[src/hw/rtl/length_prefixed_frame_decoder_core_defines.svh]
// Assertion macros for the length-prefixed frame decoder.
// Included by the top level; no other dependencies.
`ifndef LENGTH_PREFIXED_FRAME_DECODER_CORE_DEFINES_SVH
`define LENGTH_PREFIXED_FRAME_DECODER_CORE_DEFINES_SVH

// Concurrent assertion on an explicit clock and active-low reset.
`define LPFD_ASSERT_AT(lbl, clk_sig, rst_sig, prop, msg) \
    lbl: assert property (@(posedge clk_sig) disable iff (!rst_sig) prop) \
        else $error(msg);

// Concurrent assertion on the block clock clk and reset rst_n.
`define LPFD_ASSERT(lbl, prop, msg) `LPFD_ASSERT_AT(lbl, clk, rst_n, prop, msg)

`endif

[src/hw/rtl/lpfd_pkg.sv]
// Shared types and constants for the length-prefixed frame decoder.
// No dependencies; imported by the interfaces and all modules.
package lpfd_pkg;

    localparam int BYTE_W    = 8;
    localparam int LEN_W     = 32;
    localparam int HDR_CNT_W = 3;
    localparam int PADDR_W   = 3;
    localparam int PDATA_W   = 32;

    localparam logic [HDR_CNT_W-1:0] HDR_BYTES      = 3'd4;
    localparam logic [HDR_CNT_W-1:0] HDR_LAST_INDEX = 3'd3;
    localparam logic [LEN_W-1:0]     MAX_PAYLOAD_RESET = 32'd1048576;

    // Register word index of max_payload_bytes
    localparam logic REG_MAX_PAYLOAD = 1'b0;

    typedef enum logic [2:0] {
        STATUS_OK        = 3'd0,
        STATUS_TRUNCATED = 3'd1,
        STATUS_TOO_LARGE = 3'd2,
        STATUS_EXCESS    = 3'd3,
        STATUS_BAD_UTF8  = 3'd4
    } status_t;

    // Bound on the next continuation byte
    typedef enum logic [1:0] {
        RANGE_NORMAL  = 2'd0,
        RANGE_RAISED  = 2'd1,
        RANGE_LOWERED = 2'd2
    } utf8_range_t;

    typedef struct packed {
        logic              payload_valid;
        logic [BYTE_W-1:0] payload_byte;
        logic              status_valid;
        status_t           status;
    } result_t;

endpackage

[src/hw/rtl/lpfd_if.sv]
// Handshake channel interfaces for the frame decoder: byte input and result output.
// Depends on lpfd_pkg.
interface lpfd_byte_if import lpfd_pkg::*; ();
    logic              valid;
    logic              ready;
    logic [BYTE_W-1:0] data_byte;
    logic              buffer_end;

    modport source (output valid, output data_byte, output buffer_end, input ready);
    modport sink (input valid, input data_byte, input buffer_end, output ready);
endinterface

interface lpfd_result_if import lpfd_pkg::*; ();
    logic              valid;
    logic              ready;
    logic              payload_valid;
    logic [BYTE_W-1:0] payload_byte;
    logic              status_valid;
    status_t           status;

    modport source (output valid, output payload_valid, output payload_byte,
                    output status_valid, output status, input ready);
    modport sink (input valid, input payload_valid, input payload_byte,
                  input status_valid, input status, output ready);
endinterface

[src/hw/rtl/lpfd_utf8.sv]
// Strict UTF-8 sequence checker, one payload byte per step.
// Depends on lpfd_pkg.
module lpfd_utf8 import lpfd_pkg::*;
(
    input  logic              clk,
    input  logic              rst_n,
    input  logic              step,
    input  logic              clear,
    input  logic [BYTE_W-1:0] data_byte,
    output logic              bad_next
);

    logic [1:0]  pending_reg, pending_next;
    utf8_range_t range_reg, range_next;
    logic        error_reg, error_next;
    logic [BYTE_W-1:0] lo, hi;

    always_comb
    begin
        lo           = 8'h80;
        hi           = 8'hBF;
        pending_next = pending_reg;
        range_next   = range_reg;
        error_next   = error_reg;
        if (pending_reg != 2'd0)
        begin
            case (range_reg)
                RANGE_RAISED:  lo = (pending_reg == 2'd2) ? 8'hA0 : 8'h90;
                RANGE_LOWERED: hi = (pending_reg == 2'd2) ? 8'h9F : 8'h8F;
                default: ;
            endcase
            if ((data_byte < lo) || (data_byte > hi))
            begin
                error_next   = 1'b1;
                pending_next = 2'd0;
            end
            else
            begin
                pending_next = pending_reg - 2'd1;
            end
            range_next = RANGE_NORMAL;
        end
        else
        begin
            range_next = RANGE_NORMAL;
            if (data_byte <= 8'h7F)
            begin
                pending_next = 2'd0;
            end
            else if ((data_byte >= 8'hC2) && (data_byte <= 8'hDF))
            begin
                pending_next = 2'd1;
            end
            else if ((data_byte >= 8'hE0) && (data_byte <= 8'hEF))
            begin
                pending_next = 2'd2;
                if (data_byte == 8'hE0)
                    range_next = RANGE_RAISED;
                else if (data_byte == 8'hED)
                    range_next = RANGE_LOWERED;
            end
            else if ((data_byte >= 8'hF0) && (data_byte <= 8'hF4))
            begin
                pending_next = 2'd3;
                if (data_byte == 8'hF0)
                    range_next = RANGE_RAISED;
                else if (data_byte == 8'hF4)
                    range_next = RANGE_LOWERED;
            end
            else
            begin
                error_next = 1'b1;
            end
        end
    end

    // Verdict after this byte when stepping, else so far: either a hard error or an unfinished sequence
    assign bad_next = step ? (error_next || (pending_next != 2'd0))
                           : (error_reg || (pending_reg != 2'd0));

    always_ff @(posedge clk or negedge rst_n)
    begin
        if (!rst_n)
        begin
            pending_reg <= 2'd0;
            range_reg   <= RANGE_NORMAL;
            error_reg   <= 1'b0;
        end
        else if (clear)
        begin
            pending_reg <= 2'd0;
            range_reg   <= RANGE_NORMAL;
            error_reg   <= 1'b0;
        end
        else if (step)
        begin
            pending_reg <= pending_next;
            range_reg   <= range_next;
            error_reg   <= error_next;
        end
    end

endmodule

[src/hw/rtl/lpfd_frame.sv]
// Frame tracker: header assembly, length accounting, verdict selection.
// Depends on lpfd_pkg and lpfd_utf8.
module lpfd_frame import lpfd_pkg::*;
(
    input  logic              clk,
    input  logic              rst_n,
    input  logic              advance,
    input  logic [BYTE_W-1:0] data_byte,
    input  logic              buffer_end,
    input  logic [LEN_W-1:0]  max_payload,
    output result_t           result
);

    logic [HDR_CNT_W-1:0] hdr_count_reg, hdr_count_next;
    logic [23:0]          len_low_reg, len_low_next;
    logic [LEN_W-1:0]     remaining_reg, remaining_next;
    logic                 too_large_reg, too_large_next;
    logic                 overrun_reg, overrun_next;

    logic             hdr_done, in_header, header_last, in_payload;
    logic [LEN_W-1:0] full_len, remaining_dec;
    logic             too_large_now, too_large, short_payload, utf8_bad, utf8_step;

    assign hdr_done      = (hdr_count_reg == HDR_BYTES);
    assign in_header     = !hdr_done;
    assign header_last   = in_header && (hdr_count_reg == HDR_LAST_INDEX);
    assign in_payload    = hdr_done && (remaining_reg != '0);
    assign full_len      = {data_byte, len_low_reg};
    assign too_large_now = (full_len > max_payload);
    assign remaining_dec = remaining_reg - 32'd1;
    assign utf8_step     = advance && in_payload;

    lpfd_utf8 u_utf8 (
        .clk       (clk),
        .rst_n     (rst_n),
        .step      (utf8_step),
        .clear     (advance && buffer_end),
        .data_byte (data_byte),
        .bad_next  (utf8_bad)
    );

    always_comb
    begin
        hdr_count_next = hdr_count_reg;
        len_low_next   = len_low_reg;
        remaining_next = remaining_reg;
        too_large_next = too_large_reg;
        overrun_next   = overrun_reg;

        if (in_header)
        begin
            hdr_count_next = hdr_count_reg + 3'd1;
            case (hdr_count_reg[1:0])
                2'd0:    len_low_next[7:0]   = data_byte;
                2'd1:    len_low_next[15:8]  = data_byte;
                2'd2:    len_low_next[23:16] = data_byte;
                default:
                begin
                    remaining_next = full_len;
                    too_large_next = too_large_now;
                end
            endcase
        end
        else if (in_payload)
        begin
            remaining_next = remaining_dec;
        end
        else
        begin
            overrun_next = 1'b1;
        end

        too_large     = header_last ? too_large_now : too_large_reg;
        short_payload = header_last ? (full_len != '0)
                                    : (in_payload && (remaining_dec != '0));

        result.payload_valid = in_payload;
        result.payload_byte  = in_payload ? data_byte : '0;
        result.status_valid  = buffer_end;
        result.status        = STATUS_OK;
        if (buffer_end)
        begin
            if (in_header && !header_last)
                result.status = STATUS_TRUNCATED;
            else if (too_large)
                result.status = STATUS_TOO_LARGE;
            else if (short_payload)
                result.status = STATUS_TRUNCATED;
            else if (overrun_next)
                result.status = STATUS_EXCESS;
            else if (utf8_bad)
                result.status = STATUS_BAD_UTF8;
            else
                result.status = STATUS_OK;
        end
    end

    // Assembled length bytes are rewritten before each use
    always_ff @(posedge clk)
    begin
        if (advance)
            len_low_reg <= len_low_next;
    end

    always_ff @(posedge clk or negedge rst_n)
    begin
        if (!rst_n)
        begin
            hdr_count_reg <= '0;
            remaining_reg <= '0;
            too_large_reg <= 1'b0;
            overrun_reg   <= 1'b0;
        end
        else if (advance)
        begin
            if (buffer_end)
            begin
                hdr_count_reg <= '0;
                remaining_reg <= '0;
                too_large_reg <= 1'b0;
                overrun_reg   <= 1'b0;
            end
            else
            begin
                hdr_count_reg <= hdr_count_next;
                remaining_reg <= remaining_next;
                too_large_reg <= too_large_next;
                overrun_reg   <= overrun_next;
            end
        end
    end

endmodule

[src/hw/rtl/length_prefixed_frame_decoder_core.sv]
// Length-prefixed frame decoder: takes a received buffer one byte per item, the
// first four bytes a little-endian payload length, and gives one result item per
// byte. Payload bytes within the declared length come out unchanged with
// payload_valid set; they are not held back, so drop them unless the status on the
// buffer's last byte is ok. The last byte (buffer_end) carries status_valid and the
// verdict: truncated header, then too large (length above max_payload_bytes), then
// short payload (truncated), then excess bytes, then invalid UTF-8 (strict: no
// overlongs, surrogates, values above 0x10FFFF, or sequence cut short), else ok.
// One byte is accepted every clock cycle unless the output stalls; each byte passes
// through the input register and then the result register, which bracket the
// combinational frame and UTF-8 decode, before its result is offered. Output
// stalls back up through both registers. max_payload_bytes sits at APB byte address
// 0 (reset 1048576); write it only while no buffer is in flight. Depends on lpfd_pkg,
// the lpfd interfaces, lpfd_frame, lpfd_utf8 and the assertion macro header.
`include "length_prefixed_frame_decoder_core_defines.svh"

module length_prefixed_frame_decoder_core import lpfd_pkg::*;
(
    input  logic                clk,
    input  logic                rst_n,
    lpfd_byte_if.sink           byte_ch,
    lpfd_result_if.source       result_ch,
    input  logic                psel,
    input  logic                penable,
    input  logic                pwrite,
    input  logic [PADDR_W-1:0]  paddr,
    input  logic [PDATA_W-1:0]  pwdata,
    output logic [PDATA_W-1:0]  prdata,
    output logic                pready
);

    // ---------------------------------------------------------------
    // Configuration register
    // ---------------------------------------------------------------
    logic [LEN_W-1:0] max_payload_reg;
    logic             cfg_write;

    assign pready    = 1'b1;
    assign cfg_write = psel && penable && pwrite && (paddr[2] == REG_MAX_PAYLOAD);

    always_ff @(posedge clk or negedge rst_n)
    begin
        if (!rst_n)
            max_payload_reg <= MAX_PAYLOAD_RESET;
        else if (cfg_write)
            max_payload_reg <= pwdata;
    end

    // Byte offset bits are ignored; anything past the one register reads zero
    always_comb
    begin
        if (paddr[2] == REG_MAX_PAYLOAD)
            prdata = max_payload_reg;
        else
            prdata = '0;
    end

    // ---------------------------------------------------------------
    // Input register
    // ---------------------------------------------------------------
    logic              s1_valid_reg;
    logic [BYTE_W-1:0] s1_byte_reg;
    logic              s1_end_reg;
    logic              out_free, advance, accept;

    // The result slot frees when empty or when its item is taken this cycle
    assign out_free      = !result_ch.valid || result_ch.ready;
    assign advance       = s1_valid_reg && out_free;
    assign byte_ch.ready = !s1_valid_reg || out_free;
    assign accept        = byte_ch.valid && byte_ch.ready;

    always_ff @(posedge clk or negedge rst_n)
    begin
        if (!rst_n)
            s1_valid_reg <= 1'b0;
        else if (accept)
            s1_valid_reg <= 1'b1;
        else if (advance)
            s1_valid_reg <= 1'b0;
    end

    always_ff @(posedge clk)
    begin
        if (accept)
        begin
            s1_byte_reg <= byte_ch.data_byte;
            s1_end_reg  <= byte_ch.buffer_end;
        end
    end

    // ---------------------------------------------------------------
    // Frame state and verdict
    // ---------------------------------------------------------------
    result_t frame_result;

    lpfd_frame u_frame (
        .clk         (clk),
        .rst_n       (rst_n),
        .advance     (advance),
        .data_byte   (s1_byte_reg),
        .buffer_end  (s1_end_reg),
        .max_payload (max_payload_reg),
        .result      (frame_result)
    );

    // ---------------------------------------------------------------
    // Result register
    // ---------------------------------------------------------------
    logic    out_valid_reg;
    result_t out_result_reg;

    always_ff @(posedge clk or negedge rst_n)
    begin
        if (!rst_n)
            out_valid_reg <= 1'b0;
        else if (advance)
            out_valid_reg <= 1'b1;
        else if (result_ch.ready)
            out_valid_reg <= 1'b0;
    end

    always_ff @(posedge clk)
    begin
        if (advance)
            out_result_reg <= frame_result;
    end

    assign result_ch.valid         = out_valid_reg;
    assign result_ch.payload_valid = out_result_reg.payload_valid;
    assign result_ch.payload_byte  = out_result_reg.payload_byte;
    assign result_ch.status_valid  = out_result_reg.status_valid;
    assign result_ch.status        = out_result_reg.status;

    // ---------------------------------------------------------------
    // Assertions
    // ---------------------------------------------------------------
    // With both registers full and the output stalled, no byte may enter
    `LPFD_ASSERT(a_no_accept_when_full,
        s1_valid_reg && result_ch.valid && !result_ch.ready |-> !byte_ch.ready,
        "byte accepted while both pipeline registers are full")
    // A verdict only rides on the last byte of a buffer
    `LPFD_ASSERT(a_status_only_at_end,
        result_ch.valid && !result_ch.status_valid |-> result_ch.status == STATUS_OK,
        "status nonzero on a byte that does not end a buffer")
    // Bytes outside the payload come out as zero
    `LPFD_ASSERT(a_payload_zero_outside,
        result_ch.valid && !result_ch.payload_valid |-> result_ch.payload_byte == '0,
        "payload byte nonzero outside the declared payload")

endmodule

[src/flat_wrapper.sv]
// flat-port wrapper written by rule: the top's interface ports become plain ports
module length_prefixed_frame_decoder_core_flat import lpfd_pkg::*;
  (clk, rst_n, psel, penable, pwrite, paddr, pwdata, prdata, pready, byte_ch_valid, byte_ch_data_byte, byte_ch_buffer_end, byte_ch_ready, result_ch_valid, result_ch_payload_valid, result_ch_payload_byte, result_ch_status_valid, result_ch_status, result_ch_ready);
  lpfd_byte_if byte_ch_i ();
  lpfd_result_if result_ch_i ();
  input  logic clk;
  input  logic rst_n;
  input  logic psel;
  input  logic penable;
  input  logic pwrite;
  input  logic [PADDR_W-1:0] paddr;
  input  logic [PDATA_W-1:0] pwdata;
  output logic [PDATA_W-1:0] prdata;
  output logic pready;
  input wire logic [$bits(byte_ch_i.valid)-1:0] byte_ch_valid;
  input wire logic [$bits(byte_ch_i.data_byte)-1:0] byte_ch_data_byte;
  input wire logic [$bits(byte_ch_i.buffer_end)-1:0] byte_ch_buffer_end;
  output wire logic [$bits(byte_ch_i.ready)-1:0] byte_ch_ready;
  output wire logic [$bits(result_ch_i.valid)-1:0] result_ch_valid;
  output wire logic [$bits(result_ch_i.payload_valid)-1:0] result_ch_payload_valid;
  output wire logic [$bits(result_ch_i.payload_byte)-1:0] result_ch_payload_byte;
  output wire logic [$bits(result_ch_i.status_valid)-1:0] result_ch_status_valid;
  output wire logic [$bits(result_ch_i.status)-1:0] result_ch_status;
  input wire logic [$bits(result_ch_i.ready)-1:0] result_ch_ready;
  assign byte_ch_i.valid = byte_ch_valid;
  assign byte_ch_i.data_byte = byte_ch_data_byte;
  assign byte_ch_i.buffer_end = byte_ch_buffer_end;
  assign byte_ch_ready = byte_ch_i.ready;
  assign result_ch_valid = result_ch_i.valid;
  assign result_ch_payload_valid = result_ch_i.payload_valid;
  assign result_ch_payload_byte = result_ch_i.payload_byte;
  assign result_ch_status_valid = result_ch_i.status_valid;
  assign result_ch_status = result_ch_i.status;
  assign result_ch_i.ready = result_ch_ready;
  length_prefixed_frame_decoder_core u_core (.clk(clk), .rst_n(rst_n), .byte_ch(byte_ch_i), .result_ch(result_ch_i), .psel(psel), .penable(penable), .pwrite(pwrite), .paddr(paddr), .pwdata(pwdata), .prdata(prdata), .pready(pready));
endmodule
[config.mk]
export PLATFORM = sky130hd
export DESIGN_NAME = length_prefixed_frame_decoder_core_flat
export DESIGN_NICKNAME = d
export VERILOG_FILES = /design/src/hw/rtl/lpfd_pkg.sv /design/src/hw/rtl/lpfd_if.sv /design/src/hw/rtl/lpfd_utf8.sv /design/src/hw/rtl/lpfd_frame.sv /design/src/hw/rtl/length_prefixed_frame_decoder_core.sv /design/src/flat_wrapper.sv
export VERILOG_INCLUDE_DIRS = /design/src /design/src/hw/rtl
export SDC_FILE = /design/constraint.sdc
export NUM_CORES = 1
export LEC_CHECK = 0
export BUFFER_PORTS_ARGS = -buffer_cell sky130_fd_sc_hd__buf_2
export CORE_ASPECT_RATIO = 1.75
export CORE_UTILIZATION = 50
export DETAILED_ROUTE_END_ITERATION = 10
export GPL_TIMING_DRIVEN = 0
export PLACE_DENSITY = 0.71
export SETUP_SLACK_MARGIN = 0.4
export SLEW_MARGIN = 20
export SYNTH_ARGS = -nofsm -noshare
export SYNTH_HDL_FRONTEND = slang
export SYNTH_SLANG_ARGS = --single-unit
[constraint.sdc]
create_clock -name clk -period 4.2 [get_ports clk]
set_clock_uncertainty 0.2 [all_clocks]
set_input_delay 0.21 -clock clk [delete_from_list [all_inputs] [get_ports clk]]
set_output_delay 0.21 -clock clk [all_outputs]
set_load 0.02 [all_outputs]
==> results of run 1 <==
[cells in the mapped netlist (all sizes together), types with 3 or more instances]
library cell   n  area [µm²]
o21ai         68       340.3
a22o           5       43.79
nand3          9       45.04
clkbuf        25       106.4
nand2         47       181.4
edfxtp        46        1381
and2          12       76.33
or4            6       50.05
a31oi          4       25.02
o22ai          7       43.79
inv           48       180.2
nor4b          4       41.29
nor4          21       161.4
ha            44       550.5
nor2b          6       37.54
nor2          87       326.6
nand4         13       81.33
mux2          32       360.4
xnor2          8       70.07
a21o          10       78.83
a21oi         47       239.0
dfrtp         75        1877
and3           6       38.79
or3           13       86.33
nand2b         4       25.02
buf            7       55.05
a22oi          4       30.03
nor3          23       115.1
o31ai          3       27.52
nand3b         4       30.03
[layout by cell type (no fill, tap or decap), types with 4 or more instances in the layout]
cell type                       netlist  layout
sky130_fd_sc_hd__buf_4                3       4
sky130_fd_sc_hd__nand4_1             13      13
sky130_fd_sc_hd__ha_1                44      44
sky130_fd_sc_hd__a21o_1               7       7
sky130_fd_sc_hd__clkbuf_16            0      18
sky130_fd_sc_hd__nor4_1              19      18
sky130_fd_sc_hd__o21ai_0             67      67
sky130_fd_sc_hd__nor2b_1              6       6
sky130_fd_sc_hd__a21oi_1             46      46
sky130_fd_sc_hd__nor2_1              87      87
sky130_fd_sc_hd__xnor2_1              8       8
sky130_fd_sc_hd__and3_1               5       5
sky130_fd_sc_hd__buf_2                2      96
sky130_fd_sc_hd__nand2_1             45      45
sky130_fd_sc_hd__o22ai_1              7       7
sky130_fd_sc_hd__a31oi_1              4       4
sky130_fd_sc_hd__edfxtp_1            46      46
sky130_fd_sc_hd__nor3_1              23      22
sky130_fd_sc_hd__dlygate4sd3_1        0      45
sky130_fd_sc_hd__and2_1              11      11
sky130_fd_sc_hd__inv_1               48      48
sky130_fd_sc_hd__a22oi_1              4       4
sky130_fd_sc_hd__mux2_2              32      32
sky130_fd_sc_hd__or3_1                9       9
sky130_fd_sc_hd__dfrtp_1             75      74
sky130_fd_sc_hd__nand2b_1             4       4
sky130_fd_sc_hd__nand3b_1             4       4
sky130_fd_sc_hd__nand3_1              9       9
sky130_fd_sc_hd__bufinv_16            0       4
sky130_fd_sc_hd__a22o_1               5       5
sky130_fd_sc_hd__clkbuf_1            22      22
[critical path: stages (launching register included)]
cell	delay, ns
sky130_fd_sc_hd__dfrtp_1	0.47
sky130_fd_sc_hd__or4_4	0.59
sky130_fd_sc_hd__or3_1	0.32
sky130_fd_sc_hd__clkbuf_2	0.21
sky130_fd_sc_hd__or4_4	0.55
sky130_fd_sc_hd__xor2_2	0.22
sky130_fd_sc_hd__nand4_1	0.22
sky130_fd_sc_hd__o31ai_4	0.34
sky130_fd_sc_hd__nand2_1	0.11
sky130_fd_sc_hd__nor4b_2	0.27
[path summary, 6_finish.rpt]
check / startpoint / endpoint / cells past startpoint
worst min-delay path: rst_n / u_core.u_frame.remaining_reg[28] / 2
worst max-delay path: u_core.u_frame.remaining_reg[0] / u_core.result_ch.status[2] / 9
worst max register to register: u_core.u_frame.remaining_reg[0] / u_core.result_ch.status[2] / 9
max in group asynchronous: rst_n / u_core.max_payload_reg[0] / 3
min in group clk: pwrite / u_core.max_payload_reg[10] / 3
worst min register to register: u_core.max_payload_reg[23] / u_core.max_payload_reg[23] / 1
[final cells by class]
type | count | area share [%]
timing repair buffer | 141 | 10.70
inverter | 49 | 2.058
tap | 177 | 2.478
clock buffer | 20 | 5.236
buffer | 32 | 1.820
clock inverter | 12 | 2.072
sequential | 122 | 36.76
multi-input combinational | 523 | 38.88
[logic make-up after synthesis]
| kind of cell | Yosys count | share of synthesized area, % |
|---|---|---|
| AO/OA/AOI/OAI | 171 | 14.69 |
| flip-flops | 122 | 46.58 |
| multiplexers | 32 | 5.111 |
| adder cells (fa/ha/maj) | 44 | 7.808 |
| other | 1 | 0.05319 |
| XOR/XNOR | 10 | 1.242 |
| buffers and inverters | 81 | 4.898 |
| AND/OR/NAND/NOR | 265 | 19.61 |
[report_power, final]
group | leakage, nW | internal [mW] | switching, mW
Combinational | 2.23 | 0.544 | 0.804
Sequential | 1.39 | 1.46 | 0.238
Clock | 0.317 | 1.05 | 0.578
Total | 3.94 | 3.06 | 1.62
[through the flow]
| step | setup slack, ns | utilization (%) | area [µm²] | hold WS, ns | power [mW] |
|---|---|---|---|---|---|
| 2_1_floorplan | 0.8564 | - | 7051 | -0.2856 | 2.527 |
| 3_3_place_gp | 0.1211 | 56.00 | 7747 | 0.1875 | 2.908 |
| 3_5_place_dp | 0.2172 | 56.21 | 7777 | 0.001601 | 2.958 |
| 4_1_cts | 0.4671 | 64.31 | 8897 | 0.1042 | 4.631 |
| 5_1_grt | 0.4157 | 64.60 | 8937 | 0.1267 | 4.896 |
| 6_report | 0.5310 | 64.60 | 8937 | 0.09591 | 4.675 |
[routing by layer]
layer	GRT usage [%]	share of wire, %	up-vias
met2	56.94	54	311
met3	4.394	5.4	77
met5	0	0	-
met1	34.62	35	3081
met4	19.96	5.1	0
li1	-	-	2951
[timing repair]
item                       CTS  global route
gates resized for setup      3             8
pin swaps                    2             2
setup buffers                0             0
setup endpoints to repair    3             2
hold endpoints to repair   119             0
hold buffers                45             0
==> out/summary.log, run 1 <==
INFO  outcome        outcome=completed
INFO  power_and_ir_drop p_per_area=523.0nW/µm²
INFO  route          first_iter_violations=501
INFO  placement      place.detailed.hpwl=15.58mm
INFO  clock_tree     path_clk_slew=0.06ns
INFO  route          wl_per_cell=20.42µm
INFO  logic_synthesis synthesized_net_count=821
INFO  floorplan      die_height=159.1µm
INFO  route          drt_wl_total=21.97mm
INFO  final_layout   layout-drive-gt1-share=22.36%
INFO  global_route   grt_antenna_before_repair=0
INFO  placement      post-place-cells=999
INFO  clock_tree     clkLatencyLatePin=0.42ns
INFO  final_layout   antenna_cells=0
INFO  floorplan      die_area=14600µm²
INFO  route          length_of_the_first_detailed_routing_pass_in_iterations=5
INFO  logic_synthesis ys_async_sr_fraction=62.30%
INFO  final_layout   layout.filler_cells=1130
INFO  critical_path  critical_path.startpoint_type=register
INFO  clock_tree     root_buffer=sky130_fd_sc_hd__clkbuf_16
INFO  final_layout   multi_input_comb_area=3475µm²
INFO  timing         finalMaxSlewViolations=0
INFO  timing         finalHoldViolCount=0
INFO  global_route   grt_max_degree=45
INFO  timing         fin_crit_sh=87.36%
INFO  critical_path  crit_arrival=3.71ns
INFO  final_layout   finalNetCount=981
INFO  floorplan      die_width=91.77µm
INFO  clock_tree     htreeDepth=4
INFO  floorplan      fp-row-count=57
INFO  timing         layout_min_cycle_time=3.669ns
INFO  timing         setup-tns-final=0ns
INFO  job            timing.max_cap.violations=0
INFO  hold_path      hp-class=input pin to asynchronous set/reset pin
INFO  global_route   grt_first_pass_wirelength=35.25mm
INFO  clock_tree     cts_buffers=17
INFO  critical_path  setup.worst_path.class=register to register
INFO  final_layout   final-seq-area=3286µm²
INFO  critical_path  timing.critical_path.to_type=register
INFO  timing         max_freq=0.2726GHz
INFO  route          routed_via_count=6420
INFO  logic_synthesis netlist_area=7051µm²
INFO  floorplan      floorplan.initialDensity=50.96%
INFO  power_and_ir_drop irDropWorstVdd=0.3083mV
INFO  clock_tree     clock_tree.buffer_depth=2
INFO  power_and_ir_drop leakage=3.936nW
INFO  timing         setup_viol_count_final=0
INFO  placement      globalplace.congestion=0.9239
INFO  global_route   grt_pass1_vias=6608
INFO  logic_synthesis synth_area_per_cell=9.711µm²
INFO  critical_path  regToRegSetupSlack=0.53ns
INFO  floorplan      fp.coreArea=13840µm²
INFO  placement      io_buffer_count=95
INFO  clock_tree     cts_sinks=122
INFO  logic_synthesis synthesis.yosys.warnings=0
INFO  timing         grt_setup_unrepaired=no
INFO  global_route   overflow=0
INFO  global_route   grt.total_usage=31.72%
INFO  critical_path  path_max_fanout=7
INFO  route          via_per_inst=5.967
INFO  final_layout   synthToLayoutAreaGrowth=26.76%
INFO  route          ant_nets=0
INFO  logic_synthesis synth_seq_area_share=46.58%
INFO  timing         worst_slew_pin_slew=0.8251ns
INFO  logic_synthesis ys_flop_type=sky130_fd_sc_hd__dfrtp_1
INFO  logic_synthesis synth_edf_count=46
INFO  clock_tree     cts_tree=yes
INFO  logic_synthesis synth_seq_cells=122
INFO  floorplan      pin_count=99
INFO  critical_path  worst-endpoint-required=4.24ns
INFO  timing         maxSlewHeadroom=44.79%
INFO  logic_synthesis syn_inst=726
INFO  route          post-route-drc-count=0
INFO  final_layout   post_layout_nonfiller_instances=1076
INFO  logic_synthesis synth_cell_types=73
Note: power is estimated with default switching activity, not from simulation.
==> inputs of run 2 (changes only) <==
--- a/config.mk
+++ b/config.mk
@@ -12,6 +12,7 @@
 export DETAILED_ROUTE_END_ITERATION = 10
 export GPL_TIMING_DRIVEN = 0
 export PLACE_DENSITY = 0.71
+export REMOVE_ABC_BUFFERS = 1
 export SETUP_SLACK_MARGIN = 0.4
 export SLEW_MARGIN = 20
 export SYNTH_ARGS = -nofsm -noshare
==> run 2 against run 1 <==
Compared with the run above:
- flip-flop and latch count unchanged
- core utilization decreased by 1.4 points
- largest power group unchanged
- highest routed layer unchanged
- total power decreased by 4.5%
- fmax about the same
- sequential power about the same
- largest cell class unchanged
==> out/summary.log, run 2 (synthesis gave the netlist of run 1 again) <==
INFO  outcome        outcome=completed [unchanged]
INFO  route          first_iter_violations=619 [was 501]
INFO  power_and_ir_drop internal_power=2.864mW [was 3.056 mW]
INFO  route          via_per_inst=6.018 [was 5.967]
INFO  job            timing.max_cap.violations=0 [unchanged]
INFO  clock_tree     cts_sinks=122 [unchanged]
INFO  floorplan      die_height=159.1µm [unchanged]
INFO  final_layout   layout.cells.most_common=sky130_fd_sc_hd__buf_2 [unchanged]
INFO  global_route   grt_max_degree=62 [was 45]
INFO  final_layout   finalNetCount=955 [was 981]
INFO  power_and_ir_drop p_per_area=511.0nW/µm² [was 523.0 nW/µm²]
INFO  timing         finalHoldViolCount=0 [unchanged]
INFO  timing         grt_setup_unrepaired=no [unchanged]
INFO  clock_tree     htreeDepth=4 [unchanged]
INFO  timing         worst_slew_pin_slew=0.9608ns [was 0.8251 ns]
INFO  critical_path  worstSetupEndpoint=u_core.result_ch.status[2] [unchanged]
INFO  clock_tree     clock_tree.buffer_depth=2 [unchanged]
INFO  route          met2WireLength=10.89mm [was 11.91 mm]
INFO  clock_tree     root_buffer=sky130_fd_sc_hd__clkbuf_16 [unchanged]
INFO  route          length_of_the_first_detailed_routing_pass_in_iterations=5 [unchanged]
INFO  timing         setup_viol_count_final=0 [unchanged]
INFO  timing         fin_crit_sh=87.35% [was 87.36%]
INFO  critical_path  crit-reg2reg-launch=u_core.u_frame.remaining_reg[0] [unchanged]
INFO  route          ant_nets=0 [unchanged]
INFO  clock_tree     clkLatencyLatePin=0.42ns [about the same]
INFO  critical_path  ff2ff_path_depth=10 [was 9]
INFO  route          wl_per_cell=19.28µm [was 20.42 µm]
INFO  critical_path  worst-endpoint-required=4.24ns [about the same]
INFO  clock_tree     path_clk_slew=0.06ns [about the same]
INFO  placement      place.detailed.hpwl=13.78mm [was 15.58 mm]
INFO  route          detail_route.wirelength.met1=7.371mm [was 7.741 mm]
INFO  hold_path      hp-class=input pin to asynchronous set/reset pin [unchanged]
INFO  critical_path  regToRegSetupSlack=0.53ns [about the same]
INFO  critical_path  timing.critical_path.to_type=register [unchanged]
INFO  timing         layout_min_cycle_time=3.669ns [about the same]
INFO  timing         setup-tns-final=0ns [unchanged]
INFO  final_layout   antenna_cells=0 [unchanged]
INFO  floorplan      die_area=14600µm² [unchanged]
INFO  power_and_ir_drop sequentialPowerShare=38.3% [was 36.3%]
INFO  power_and_ir_drop leakage=3.859nW [was 3.936 nW]
INFO  floorplan      floorplan.initialDensity=50.96% [unchanged]
INFO  power_and_ir_drop switching_power=1.601mW [was 1.619 mW]
INFO  global_route   overflow=0 [unchanged]
INFO  final_layout   final_cell_mix=sky130_fd_sc_hd__buf_2, sky130_fd_sc_hd__nor2_1, sky130_fd_sc_hd__dfrtp_1 [unchanged]
INFO  critical_path  critical_path.startpoint_type=register [unchanged]
INFO  critical_path  critPathLaunch=u_core.u_frame.remaining_reg[0] [unchanged]
INFO  critical_path  critical_path.reg2reg.endpoint=u_core.result_ch.status[2] [unchanged]
INFO  critical_path  crit_arrival=3.71ns [about the same]
INFO  route          routed_via_count=6319 [was 6420]
INFO  floorplan      fp.coreArea=13840µm² [unchanged]
INFO  power_and_ir_drop p_sw_share=35.86% [was 34.64%]
INFO  final_layout   utilization=63.15% [was 64.60%]
INFO  placement      globalplace.congestion=0.9147 [was 0.9239]
INFO  floorplan      fp-row-count=57 [unchanged]
INFO  route          top_signal_layer_used=met4 [unchanged]
INFO  floorplan      pin_count=99 [unchanged]
INFO  floorplan      die_width=91.77µm [unchanged]
INFO  route          drt_wl_total=20.25mm [was 21.97 mm]
INFO  power_and_ir_drop irDropWorstVdd=0.3894mV [was 0.3083 mV]
INFO  global_route   grt_pass1_vias=6453 [was 6608]
INFO  clock_tree     cts_buffers=17 [unchanged]
INFO  critical_path  setup.worst_path.class=register to register [unchanged]
INFO  final_layout   layout-drive-gt1-share=22.22% [was 22.36%]
INFO  route          post-route-drc-count=0 [unchanged]
INFO  power_and_ir_drop clkPwrFrac=33.0% [was 34.9%]
INFO  power_and_ir_drop share_comb_of_total_power=28.8% [about the same]
INFO  timing         max_freq=0.2726GHz [about the same]
INFO  final_layout   synthToLayoutAreaGrowth=23.92% [was 26.76%]
INFO  route          met3_wirelength=1.026mm [was 1.187 mm]
INFO  critical_path  path_max_fanout=7 [unchanged]
INFO  timing         finalMaxSlewViolations=0 [unchanged]
INFO  clock_tree     cts_tree=yes [unchanged]
INFO  timing         maxSlewHeadroom=35.79% [was 44.79%]
INFO  placement      io_buffer_count=95 [unchanged]
INFO  global_route   grt_antenna_before_repair=0 [unchanged]
INFO  global_route   grt_first_pass_wirelength=32.26mm [was 35.25 mm]
INFO  global_route   grt.total_usage=28.56% [was 31.72%]
==> run 2: cell types whose count changed in the layout (fill, tap and decap cells not counted), sizes merged <==
cell and change:
bufinv -2, buf -1, clkbuf -28, inv +2, clkinv +3
==> run 2: how the worst min path moves through the flow <==
stage,to,slack (ns)
after floorplan,u_core.max_payload_reg[0],-0.29
after global routing,u_core.u_frame.remaining_reg[6],0.15
final,u_core.u_frame.remaining_reg[6],0.11
after detailed placement,u_core.u_frame.remaining_reg[6],0.02
after global placement,u_core.s1_end_reg,0.19
after CTS,u_core.u_frame.remaining_reg[6],0.14
==> run 2: worst max-delay path, cell delays in order (launching register included) <==
cell                      delay, ns
sky130_fd_sc_hd__dfrtp_1       0.49
sky130_fd_sc_hd__inv_1         0.13
sky130_fd_sc_hd__ha_1          0.34
sky130_fd_sc_hd__nor4b_2       0.45
sky130_fd_sc_hd__nand3_1       0.25
sky130_fd_sc_hd__nor4_1        0.51
sky130_fd_sc_hd__xnor2_1       0.19
sky130_fd_sc_hd__nand4_1       0.21
sky130_fd_sc_hd__o31ai_4       0.32
sky130_fd_sc_hd__nand2_1       0.10
sky130_fd_sc_hd__nor4b_2       0.30
==> run 2: power groups by stage <==
stage	logic [mW]	registers, mW	clock network, mW
6_report	1.28	1.71	1.47
5_1_grt	1.41	1.73	1.53
4_1_cts	1.24	1.69	1.47
3_5_place_dp	1.19	1.71	0
3_3_place_gp	1.15	1.70	0
2_1_floorplan	0.853	1.64	0
==> run 2: what timing repair did <==
item	CTS	global route
buffers inserted	4	0
pin swaps	1	2
resized for setup	1	5
endpoints found under the setup margin	28	8
hold buffers	45	0
hold endpoints to repair	79	0
==> run 2: layout make-up <==
class,instances,area [µm²]
Multi-Input combinational cell,523,3456
Fill cell,1103,5099
Sequential cell,122,3284
Clock buffer,17,425.4
Clock inverter,15,165.2
Tap cell,177,221.5
Inverter,49,183.9
Timing Repair Buffer,147,1001
==> run 2: stage by stage <==
stage	hold slack, ns	setup slack [ns]	total power, mW	std cells	cell area (µm²)
floorplan	-0.2856	0.8564	2.494	694	6889
global placement	0.1887	0.06859	2.848	966	7586
detailed placement	0.02410	0.07879	2.905	969	7631
CTS	0.1389	0.3326	4.411	1050	8705
global route	0.1535	0.3979	4.672	1050	8737
finish	0.1093	0.5313	4.465	1050	8737
==> run 2: routing by layer <==
metal | track usage (%) | vias up
met5 | 0 | -
met4 | 16.55 | 0
met3 | 4.919 | 77
met2 | 52.02 | 287
met1 | 30.44 | 3056
li1 | - | 2899
